$ cat src/design/ebc_pkg.sv
// Shared constants and types for the escape byte codec.
`default_nettype none

package ebc_pkg;

  localparam logic [7:0] ChUnderscore = 8'h5F;
  localparam logic [7:0] ChBackslash  = 8'h5C;
  localparam logic [7:0] ChCaret      = 8'h5E;
  localparam logic [7:0] ChNewline    = 8'h0A;
  localparam logic [7:0] ChReturn     = 8'h0D;
  localparam logic [7:0] ChNul        = 8'h00;
  localparam logic [7:0] ChSpace      = 8'h20;
  localparam logic [7:0] ChLetterN    = 8'h6E;
  localparam logic [7:0] ChLetterR    = 8'h72;
  localparam logic [7:0] ChDigit0     = 8'h30;
  // 'A' - 1: caret encoding adds it, caret decoding subtracts it
  localparam logic [7:0] CtrlOffset   = 8'h40;
  localparam logic [7:0] CtrlLimit    = 8'h20;

  localparam logic ModeEncode = 1'b0;
  localparam logic ModeDecode = 1'b1;

  // Result of mapping one input byte: zero to two beats plus next flags.
  typedef struct packed {
    logic [1:0] count;
    logic [7:0] first;
    logic [7:0] second;
    logic       esc;
    logic       ctl;
  } ebc_map_t;

endpackage

`default_nettype wire

$ cat src/design/ebc_mapper.sv
// Combinational encode/decode of one byte into up to two result beats.
`default_nettype none

module ebc_mapper
  import ebc_pkg::*;
(
  input  logic       mode_i,
  input  logic [7:0] byte_i,
  input  logic       esc_i,
  input  logic       ctl_i,
  output ebc_map_t   map_o
);

  ebc_map_t enc;
  ebc_map_t dec;

  always_comb begin
    enc        = '0;
    enc.esc    = esc_i;
    enc.ctl    = ctl_i;
    enc.count  = 2'd2;
    enc.first  = ChBackslash;
    enc.second = byte_i;
    unique case (byte_i)
      ChSpace: begin
        enc.count = 2'd1;
        enc.first = ChUnderscore;
      end
      ChUnderscore, ChBackslash, ChCaret: begin
        enc.second = byte_i;
      end
      ChNewline: enc.second = ChLetterN;
      ChReturn:  enc.second = ChLetterR;
      ChNul:     enc.second = ChDigit0;
      default: begin
        if (byte_i < CtrlLimit) begin
          enc.first  = ChCaret;
          enc.second = byte_i + CtrlOffset;
        end else begin
          enc.count = 2'd1;
          enc.first = byte_i;
        end
      end
    endcase
  end

  always_comb begin
    dec        = '0;
    dec.count  = 2'd1;
    dec.first  = byte_i;
    dec.second = byte_i;
    priority if (esc_i) begin
      priority if (byte_i == ChLetterN) dec.first = ChNewline;
      else if (byte_i == ChLetterR)     dec.first = ChReturn;
      else if (byte_i == ChDigit0)      dec.first = ChNul;
      else                              dec.first = byte_i;
    end else if (ctl_i) begin
      dec.first = byte_i - CtrlOffset;
    end else if (byte_i == ChUnderscore) begin
      dec.first = ChSpace;
    end else if (byte_i == ChBackslash) begin
      dec.count = 2'd0;
      dec.esc   = 1'b1;
    end else if (byte_i == ChCaret) begin
      dec.count = 2'd0;
      dec.ctl   = 1'b1;
    end else begin
      dec.first = byte_i;
    end
  end

  assign map_o = (mode_i == ModeDecode) ? dec : enc;

endmodule

`default_nettype wire

$ cat src/design/ebc_out_buf.sv
// Result register that sends zero, one or two beats per mapped item.
`default_nettype none

module ebc_out_buf
  import ebc_pkg::*;
(
  input  logic       clk_i,
  input  logic       rst_ni,
  input  logic       load_i,
  input  ebc_map_t   map_i,
  output logic       free_o,
  output logic       out_valid_o,
  input  logic       out_stall_i,
  output logic [7:0] out_byte_o,
  output logic       last_of_item_o
);

  logic       valid_q, valid_d;
  logic       two_q, two_d;
  logic [7:0] cur_q, cur_d;
  logic [7:0] nxt_q, nxt_d;
  logic       fire;

  assign fire   = valid_q && !out_stall_i;
  assign free_o = !valid_q || (fire && !two_q);

  always_comb begin
    valid_d = valid_q;
    two_d   = two_q;
    cur_d   = cur_q;
    nxt_d   = nxt_q;
    if (load_i) begin
      valid_d = (map_i.count != 2'd0);
      two_d   = (map_i.count == 2'd2);
      cur_d   = map_i.first;
      nxt_d   = map_i.second;
    end else if (fire) begin
      // advance to the second beat, or drain
      if (two_q) begin
        cur_d = nxt_q;
        two_d = 1'b0;
      end else begin
        valid_d = 1'b0;
      end
    end
  end

  always_ff @(posedge clk_i or negedge rst_ni) begin
    if (!rst_ni) begin
      valid_q <= 1'b0;
      two_q   <= 1'b0;
    end else begin
      valid_q <= valid_d;
      two_q   <= two_d;
    end
  end

  always_ff @(posedge clk_i) begin
    cur_q <= cur_d;
    nxt_q <= nxt_d;
  end

  assign out_valid_o    = valid_q;
  assign out_byte_o     = cur_q;
  assign last_of_item_o = !two_q;

endmodule

`default_nettype wire

$ cat src/design/escape_byte_codec.sv
// Top level of the backslash/caret escape byte codec.
`default_nettype none

// Byte-stream escape codec. cfg_data_i written with cfg_we_i selects the mode:
// 0 encodes (one or two result beats per input beat), 1 decodes (zero or one
// result beat; a backslash or caret opens a pending escape and sends nothing).
// An input beat is registered, mapped by one pass of combinational logic and
// loaded into a result register. A new input beat is taken every cycle while
// single-beat results drain without output stalls; a byte encoded to two beats
// stalls the input until its second beat goes out; decode runs at one beat per
// cycle without output stalls. end_of_string_i clears any pending escape after
// that byte. last_of_item_o marks the final result beat of each input beat.
module escape_byte_codec
  import ebc_pkg::*;
(
  input  logic       clk_i,
  input  logic       rst_ni,
  input  logic       cfg_we_i,
  input  logic       cfg_data_i,
  input  logic       in_valid_i,
  output logic       in_stall_o,
  input  logic [7:0] in_byte_i,
  input  logic       end_of_string_i,
  output logic       out_valid_o,
  input  logic       out_stall_i,
  output logic [7:0] out_byte_o,
  output logic       last_of_item_o
);

  logic       mode_q;
  logic       esc_q, esc_d;
  logic       ctl_q, ctl_d;
  logic       inv_q, inv_d;
  logic [7:0] byte_q;
  logic       eos_q;
  logic       accept;
  logic       load;
  logic       buf_free;
  ebc_map_t   map;

  assign load       = inv_q && buf_free;
  assign in_stall_o = inv_q && !buf_free;
  assign accept     = in_valid_i && !in_stall_o;

  ebc_mapper u_mapper (
    .mode_i (mode_q),
    .byte_i (byte_q),
    .esc_i  (esc_q),
    .ctl_i  (ctl_q),
    .map_o  (map)
  );

  always_comb begin
    inv_d = inv_q;
    if (accept) inv_d = 1'b1;
    else if (load) inv_d = 1'b0;
    esc_d = esc_q;
    ctl_d = ctl_q;
    if (load) begin
      // drop a dangling escape at end of string
      esc_d = map.esc && !eos_q;
      ctl_d = map.ctl && !eos_q;
    end
  end

  always_ff @(posedge clk_i or negedge rst_ni) begin
    if (!rst_ni) begin
      mode_q <= ModeEncode;
      inv_q  <= 1'b0;
      esc_q  <= 1'b0;
      ctl_q  <= 1'b0;
    end else begin
      if (cfg_we_i) mode_q <= cfg_data_i;
      inv_q <= inv_d;
      esc_q <= esc_d;
      ctl_q <= ctl_d;
    end
  end

  always_ff @(posedge clk_i) begin
    if (accept) begin
      byte_q <= in_byte_i;
      eos_q  <= end_of_string_i;
    end
  end

  ebc_out_buf u_out_buf (
    .clk_i          (clk_i),
    .rst_ni         (rst_ni),
    .load_i         (load),
    .map_i          (map),
    .free_o         (buf_free),
    .out_valid_o    (out_valid_o),
    .out_stall_i    (out_stall_i),
    .out_byte_o     (out_byte_o),
    .last_of_item_o (last_of_item_o)
  );

endmodule

`default_nettype wire

$ cat config.mk
export PLATFORM = sky130hd
export DESIGN_NAME = escape_byte_codec
export DESIGN_NICKNAME = d
export VERILOG_FILES = /design/src/design/ebc_pkg.sv /design/src/design/ebc_mapper.sv /design/src/design/ebc_out_buf.sv /design/src/design/escape_byte_codec.sv
export SDC_FILE = /design/constraint.sdc
export NUM_CORES = 1
export LEC_CHECK = 0
export BUFFER_PORTS_ARGS = -buffer_cell sky130_fd_sc_hd__buf_2
export CAP_MARGIN = 25
export CELL_PAD_IN_SITES_DETAIL_PLACEMENT = 0
export CELL_PAD_IN_SITES_GLOBAL_PLACEMENT = 1
export CORE_ASPECT_RATIO = 0.75
export CORE_MARGIN = 2
export CORE_UTILIZATION = 25
export DETAILED_ROUTE_END_ITERATION = 6
export MAX_ROUTING_LAYER = met4
export PLACE_DENSITY_LB_ADDON = 0.1
export RECOVER_POWER = 100
export SETUP_SLACK_MARGIN = 0.15
export SLEW_MARGIN = 20
export SYNTH_ARGS = -nofsm -noshare
export SYNTH_HDL_FRONTEND = slang
export SYNTH_SLANG_ARGS = --single-unit
$ cat constraint.sdc
create_clock -name clk_i -period 2.4 [get_ports clk_i]
set_input_delay 0.72 -clock clk_i [delete_from_list [all_inputs] [get_ports clk_i]]
set_output_delay 0.72 -clock clk_i [all_outputs]
set_load 0.01 [all_outputs]
==> Flow_metrics.wiki, run 1 <==
{| class="wikitable"
! Metric !! Value
|-
| Status || finished, final reports clean
|-
| Dpl hpwl || around 3.7 mm
|-
| Synth Warn # || 0
|-
| Initial DRC count || 131
|-
| Global-route wire length before repair || 7.76 mm
|-
| Unrepaired setup endpoints after global routing || false
|-
| Input/output buffers || 25
|-
| Slew Limit Fails || 0
|-
| Final critical-path share of the clock period || between 90% and 100%
|-
| Latest clock arrival within the worst-skew pair || between 0.2 and 0.3 ns
|-
| Final-report hold violation count || 0
|-
| Fraction of registers with async set or reset after synthesis || about a fifth
|-
| Via count of the routed design || between 1500 and 2000
|-
| Die width || a little over 100 um
|-
| Number of enable flip-flop cells after synthesis || 25
|-
| Clock buffers created by TritonCTS || 5
|-
| CP Capture Type || register
|-
| Crit path kind || register to register
|-
| Root cell of the clock tree || sky130_fd_sc_hd__clkbuf_8
|-
| Gate Count Post-Synth || about 170
|-
| Slew headroom || between 50% and 60%
|-
| Largest net degree at the start of global routing || 19
|-
| Tmin final || between 2 and 2.5 ns
|-
| Worst Skew || between 0.002 and 0.003 ns
|-
| RePlAce Congestion || 0.959
|-
| Starting density of the core || between 20% and 30%
|-
| Total congestion overflow after global routing || 0
|-
| Most common flop cell mapped by yosys || sky130_fd_sc_hd__edfxtp_1
|-
| Actual transition at the worst max-transition pin || around 0.61 ns
|-
| Fraction of final layout cells sized beyond drive strength 1 || between 10% and 20%
|-
| Area overhead of the layout relative to synthesis || 22.8%
|-
| Max Fanout on Critical Path || 5
|-
| Number of buffers inserted by hold repair at cts || 0
|-
| Cell type contributing the most total cell area after synthesis || sky130_fd_sc_hd__edfxtp_1
|-
| Total power divided by cell area || a little over 600 mW/mm^2
|-
| Post-CTS clock slew at the launch and capture registers of the worst setup and hold paths || roughly 0.070 ns
|-
| Total negative slack || 0 ns
|-
| Maximum clock frequency || between 400 and 500 MHz
|-
| Number of rows in the core area || 26
|-
| N_diodes || 0
|-
| Number of optimization iterations in the first detailed-route pass || 4
|-
| Floorplan Core Area || around 0.0069 sq mm
|-
| Total global routing track utilization || approximately 13%
|-
| Residual antenna-violating net count after detailed routing || 0
|-
| Fraction of the yosys area taken by sequential cells || roughly half
|-
| Die footprint || just under 0.008 sq mm
|-
| WP data arrival || 2.23 ns
|-
| Required time at the worst-slack endpoint || about 2.4 ns
|-
| Clock buffer depth || 2
|-
| Startpoint type of the worst setup path || register
|-
| Clock tree from TritonCTS || done
|-
| # setup viols final || 0
|-
| Net count of the mapped netlist || roughly 190
|-
| Distinct cell type count of the synthesized netlist || between 50 and 60
|-
| Top post-synthesis cells by area || sky130_fd_sc_hd__edfxtp_1 (42%), sky130_fd_sc_hd__dfrtp_1 (8.4%), sky130_fd_sc_hd__nand2_1 (3.8%)
|-
| Count of unresolved DRC violations after routing || 0
|-
| Total clock sinks || 31
|-
| Detailed-route vias per instance || roughly 4.9
|-
| Vertical die dimension || 77.4 um
|-
| Number of global-route vias before repair || between 1000 and 1500
|-
| Static Leakage || around 0.8 nW
|-
| Min-Delay Path Class || primary input to asynchronous set/reset pin
|-
| WHS || 0.329 ns
|-
| Total I/O pin count || 26
|-
| Share of the synthesized area in the top cell type || 41.8%
|-
| Synth Area per Inst || between 10 and 15 sq um
|-
| Average wire length per cell after detail routing || around 16 um
|-
| Maximum ir drop on the vdd rail || between 0.0002 and 0.00025 V
|-
| Net total in the final layout || around 230
|-
| Number of max-cap violations || 0
|-
| Count of state elements after synthesis || 31
|-
| Post-Syn Area || between 0.0015 and 0.002 sq mm
|-
| Antenna violations before repair || 0
|-
| H-tree level count || 2
|-
| Sum of routed wire length over all layers || between 4 and 5 mm
|}
## synth_stat cells (2+ instances only)
master	number
sky130_fd_sc_hd__o22ai_1	4
sky130_fd_sc_hd__edfxtp_1	25
sky130_fd_sc_hd__inv_1	10
sky130_fd_sc_hd__nand2b_1	4
sky130_fd_sc_hd__nor3b_1	2
sky130_fd_sc_hd__a21oi_1	8
sky130_fd_sc_hd__nand2_1	18
sky130_fd_sc_hd__dfrtp_1	6
sky130_fd_sc_hd__nand4bb_1	2
sky130_fd_sc_hd__clkbuf_1	7
sky130_fd_sc_hd__o21ai_0	9
sky130_fd_sc_hd__nand3b_1	3
sky130_fd_sc_hd__nand3_1	3
sky130_fd_sc_hd__a22o_1	3
sky130_fd_sc_hd__nor2_1	7
sky130_fd_sc_hd__o211ai_1	3
sky130_fd_sc_hd__and2_1	3
sky130_fd_sc_hd__and3_1	2
sky130_fd_sc_hd__nand4_1	2
sky130_fd_sc_hd__ha_1	4
sky130_fd_sc_hd__a211oi_1	2
sky130_fd_sc_hd__nor3_1	5
sky130_fd_sc_hd__nor2b_1	2
sky130_fd_sc_hd__a21o_1	3
sky130_fd_sc_hd__or3_1	4
sky130_fd_sc_hd__a31oi_1	5
sky130_fd_sc_hd__a32o_1	2
## layer usage
metal / vias to the layer above / GRT usage [%] / part of all wire (%)
li1: 749 / - / -
met1: 709 / 19.8 / 50
met2: 70 / 17.3 / 40
met3: 11 / 3.87 / 8.5
met4: 0 / 4.40 / 1.5
met5: - / - / 0
## cell type report
| cell class | count | area, sq um |
|---|---|---|
| clock buffer | 8 | 80.1 |
| inverter | 10 | 37.5 |
| timing repair buffer | 41 | 225 |
| multi-input combinational | 124 | 841 |
| tap | 98 | 123 |
| fill | 730 | 4690 |
| sequential | 31 | 901 |
## worst max-delay path, cell delays in order, from the launching register on
cell and delay, ns:
sky130_fd_sc_hd__edfxtp_1 0.41, sky130_fd_sc_hd__inv_1 0.16, sky130_fd_sc_hd__ha_2 0.23, sky130_fd_sc_hd__nand3b_1 0.16, sky130_fd_sc_hd__clkbuf_4 0.19, sky130_fd_sc_hd__nor4_1 0.28, sky130_fd_sc_hd__o221ai_1 0.22, sky130_fd_sc_hd__a32o_1 0.29
## sequential cells by signal, summed over array words and instances, names as in the netlist
name	flops
ctl_q	1
esc_q	1
u_out_buf.two_q	1
u_out_buf.out_byte_o	8
u_out_buf.out_valid_o	1
inv_q	1
u_out_buf.nxt_q	8
byte_q	8
mode_q	1
eos_q	1
## cell families after synthesis
group / Yosys count / synth area share [%]
and+or+nand+nor: 67 / 21.7
AOI/OAI and AO/OA: 51 / 19.8
DFF: 31 / 50.1
buffers and inverters: 19 / 4.46
adders and majority gates: 4 / 2.79
xor gates and xnor gates: 1 / 0.488
muxes: 1 / 0.627
## power breakdown
part	internal [mW]	switching, mW	total (mW)
registers	0.653	0.0379	0.691
logic	0.109	0.166	0.275
clock network	0.206	0.198	0.404
## layout by cell type (no fill, tap or decap), types with 4 or more instances in the layout
master                     synthesis  routed
sky130_fd_sc_hd__o21ai_0           9       9
sky130_fd_sc_hd__nand2_1          18      18
sky130_fd_sc_hd__clkbuf_1          7      17
sky130_fd_sc_hd__clkbuf_8          0       5
sky130_fd_sc_hd__or3_1             4       4
sky130_fd_sc_hd__a31oi_1           5       5
sky130_fd_sc_hd__edfxtp_1         25      25
sky130_fd_sc_hd__a21oi_1           8       8
sky130_fd_sc_hd__inv_1            10      10
sky130_fd_sc_hd__buf_4             0      13
sky130_fd_sc_hd__nor2_1            7       7
sky130_fd_sc_hd__o22ai_1           4       4
sky130_fd_sc_hd__buf_2             1      12
sky130_fd_sc_hd__nand3_1           3       4
sky130_fd_sc_hd__nor3_1            5       5
sky130_fd_sc_hd__dfrtp_1           6       6
## through the flow
step / area [sq um] / util (%) / power [mW] / setup slack, ns / std cells
global placement: 2110 / 30.7 / 0.988 / 0.172 / 303
global route: 2210 / 32.0 / 1.45 / 0.0876 / 312
CTS: 2190 / 31.8 / 1.39 / 0.152 / 311
detailed placement: 2110 / 30.7 / 0.982 / 0.163 / 303
finish: 2210 / 32.0 / 1.37 / 0.201 / 312
floorplan: 1800 / - / 0.865 / 0.316 / 174
## what timing repair did
item                                    in CTS  in global routing
hold endpoints to repair                     0                  0
gates resized for setup                      0                  8
buffers inserted                             0                  1
endpoints found under the setup margin       0                  9
## final timing paths
path / start / endpoint / slack (ns) / cells past startpoint
min: rst_ni / ctl_q / 0.33 / 1
max reg2reg: byte_q[7] / u_out_buf.out_byte_o[4] / 0.20 / 7
max in group asynchronous: rst_ni / u_out_buf.two_q / 1.79 / 1
min reg2reg: u_out_buf.nxt_q[5] / u_out_buf.out_byte_o[5] / 0.54 / 2
max: byte_q[7] / u_out_buf.out_byte_o[4] / 0.20 / 7
min in group clk_i: u_out_buf.nxt_q[5] / u_out_buf.out_byte_o[5] / 0.54 / 2
(Power assumes the default switching activity.)
==> inputs of run 2 (changes only) <==
--- a/config.mk
+++ b/config.mk
@@ -13,7 +13,6 @@
 export CORE_MARGIN = 2
 export CORE_UTILIZATION = 25
 export DETAILED_ROUTE_END_ITERATION = 6
-export MAX_ROUTING_LAYER = met4
 export PLACE_DENSITY_LB_ADDON = 0.1
 export RECOVER_POWER = 100
 export SETUP_SLACK_MARGIN = 0.15
==> Flow_metrics.wiki, run 2 (same netlist as run 1, synthesis figures left out) <==
{| class="wikitable"
! Metric !! Value
|-
| Most frequent standard cell in the layout excluding fill and tap cells || sky130_fd_sc_hd__edfxtp_1
|-
| Buffer and inverter count on the worst path || 1 (-1)
|-
| Input/output buffers || 25 (unchanged)
|-
| Maximum cell stage delay along the critical path || 0.38 ns (-0.03 ns)
|-
| Area overhead of the layout relative to synthesis || 23.7%
|-
| Actual transition at the worst max-transition pin || 0.594 ns (-0.0190 ns)
|-
| Initial DRC count || 89 (-32%)
|-
| Number of rows in the core area || 26 (unchanged)
|-
| Post-CTS clock slew at the launch and capture registers of the worst setup and hold paths || 0.07 ns (about the same)
|-
| Startpoint type of the worst setup path || register
|-
| H-tree level count || 2 (unchanged)
|-
| Highest-count cells in the layout ignoring fill and taps || sky130_fd_sc_hd__edfxtp_1 (25), sky130_fd_sc_hd__nand2_1 (18), sky130_fd_sc_hd__buf_4 (17)
|-
| Final worst slack || 0.207 ns (+0.00633 ns)
|-
| Final Non-Filler Cells || 316 (+1.3%)
|-
| Area occupied by multi-input gates || 811 sq um (-3.6%)
|-
| Residual antenna-violating net count after detailed routing || 0 (unchanged)
|-
| Starting density of the core || 26.1% (unchanged)
|-
| Detailed-route vias per instance || 4.82 (-2.3%)
|-
| Register-to-register setup slack || 0.21 ns (about the same)
|-
| Total power divided by cell area || 648 mW/mm^2 (+4.4%)
|-
| Maximum clock frequency || 456 MHz (+0.29%)
|-
| Worst R2R Start || byte_q[6]
|-
| CP Capture Type || register
|-
| N_diodes || 0 (unchanged)
|-
| Number of fill cells in the layout || 745 (+2.1%)
|-
| Die footprint || 0.00789 sq mm (unchanged)
|-
| Min-Delay Path Class || primary input to asynchronous set/reset pin
|-
| Number of optimization iterations in the first detailed-route pass || 4 (unchanged)
|-
| Required time at the worst-slack endpoint || 2.43 ns (about the same)
|-
| Maximum ir drop on the vdd rail || 0.000201 V (-0.16%)
|-
| Clock buffers created by TritonCTS || 5 (unchanged)
|-
| Worst Skew || 0.00783 ns (+0.00506 ns)
|-
| Number of buffers inserted by hold repair at cts || 0 (unchanged)
|-
| Global-route wire length before repair || 7.84 mm (+0.98%)
|-
| Vertical die dimension || 77.4 um (unchanged)
|-
| Fraction of final layout cells sized beyond drive strength 1 || 20.2% (+1.0 points)
|-
| Final-report hold violation count || 0 (unchanged)
|-
| Total I/O pin count || 26 (unchanged)
|-
| CP Launch Point || byte_q[6]
|-
| Number of global-route vias before repair || 1478 (+3.4%)
|-
| Slew Limit Fails || 0 (unchanged)
|-
| DP Area || 0.00211 sq mm (-0.36%)
|-
| Sequential standard cell area || 901 sq um (unchanged)
|-
| Latest clock arrival within the worst-skew pair || 0.29 ns (about the same)
|-
| Via count of the routed design || 1523 (-1.0%)
|-
| Sum of routed wire length over all layers || 4.95 mm (+0.75%)
|-
| Post-layout utilization of the core || 32.2% (+0.24 points)
|-
| Final critical-path share of the clock period || 91.4% (-0.26 points)
|-
| Total congestion overflow after global routing || 0 (unchanged)
|-
| Floorplan Core Area || 0.00690 sq mm (unchanged)
|-
| Number of max-cap violations || 0 (unchanged)
|-
| Crit-path cells || inv_1, ha_1, nand4bb_1, or3_4, o211ai_2, o31a_1, o32a_1
|-
| Count of unresolved DRC violations after routing || 0 (unchanged)
|-
| Area of all placed cells without fillers || 0.00222 sq mm (+0.74%)
|-
| WP data arrival || 2.23 ns (about the same)
|-
| Antenna violations before repair || 0 (unchanged)
|-
| Crit path kind || register to register
|-
| Count of placed standard cells including taps || 302 (-0.33%)
|-
| Clock buffer depth || 2 (unchanged)
|-
| Critical R2R Capture || u_out_buf.out_byte_o[3]
|-
| # setup viols final || 0 (unchanged)
|-
| Depth of the worst register-to-register path || 7 (unchanged)
|-
| Total negative slack || 0 ns (unchanged)
|-
| Average wire length per cell after detail routing || 15.7 um (-0.52%)
|-
| Clock tree from TritonCTS || done
|-
| Total clock sinks || 31 (unchanged)
|-
| Max Fanout on Critical Path || 5 (unchanged)
|-
| Tmin final || 2.19 ns (-0.00633 ns)
|-
| Unrepaired setup endpoints after global routing || false
|-
| Post-place setup slack || 0.183 ns (+0.0200 ns)
|-
| Slowest cell on the critical path || sky130_fd_sc_hd__edfxtp_1
|-
| Net total in the final layout || 236 (+1.7%)
|-
| WHS || 0.310 ns (-0.0189 ns)
|-
| Dpl hpwl || 3.69 mm (-1.4%)
|-
| Static Leakage || 0.843 nW (+3.7%)
|-
| Post-layout power || 1.44 mW (+5.1%)
|-
| Root cell of the clock tree || sky130_fd_sc_hd__clkbuf_8
|-
| Top cell family by delay on the critical path || compound AO/OA/AOI/OAI gates
|-
| Status || finished, final reports clean
|-
| Slew headroom || 60.4% (+1.3 points)
|-
| Die width || 102 um (unchanged)
|-
| Total global routing track utilization || 13.1% (-0.34 points)
|-
| Largest net degree at the start of global routing || 19 (unchanged)
|-
| RePlAce Congestion || 0.864 (-9.9%)
|}
-- run 2: worst max-delay path by stage --
stage	to	slack [ns]	depth (start not counted)
floorplan	u_out_buf.out_byte_o[3]	0.32	5
global placement	u_out_buf.out_byte_o[3]	0.17	7
detailed placement	u_out_buf.out_byte_o[3]	0.18	7
CTS	u_out_buf.out_byte_o[7]	0.20	7
global route	u_out_buf.nxt_q[6]	0.08	10
finish	u_out_buf.out_byte_o[3]	0.21	7
-- run 2: metal layers --
metal | GRT usage (%) | part of all wire [%] | routed length, um | vias to the layer above
met1 | 19.4 | 52 | 2570 | 713
met3 | 3.42 | 5.1 | 250 | 9
met2 | 17.4 | 41 | 2020 | 48
li1 | - | - | - | 753
met5 | 0 | 0 | 0 | -
met4 | 6.00 | 2.1 | 102 | 0
-- run 2: area by class of cell --
class	instances	area share [%]
Timing Repair Buffer	45	11.3
Inverter	10	1.69
Clock buffer	8	4.50
Tap cell	98	5.51
Sequential cell	31	40.5
Multi-Input combinational cell	124	36.5
-- run 2: where the power goes --
part / internal (mW) / switching [mW]
Combinational: 0.113 / 0.169
Clock: 0.262 / 0.207
Sequential: 0.653 / 0.0363
Total: 1.03 / 0.412
-- run 2: timing repair --
action | CTS | global route
buffers inserted | 0 | 6
endpoints found under the hold margin | 0 | 0
endpoints found under the setup margin | 0 | 8
resized for setup | 0 | 6
-- run 2: worst register-to-register path, stage by stage (launching register included) --
cell	delay [ns]
sky130_fd_sc_hd__edfxtp_1	0.38
sky130_fd_sc_hd__inv_1	0.10
sky130_fd_sc_hd__ha_1	0.25
sky130_fd_sc_hd__nand4bb_1	0.15
sky130_fd_sc_hd__or3_4	0.18
sky130_fd_sc_hd__o211ai_2	0.16
sky130_fd_sc_hd__o31a_1	0.38
sky130_fd_sc_hd__o32a_1	0.36
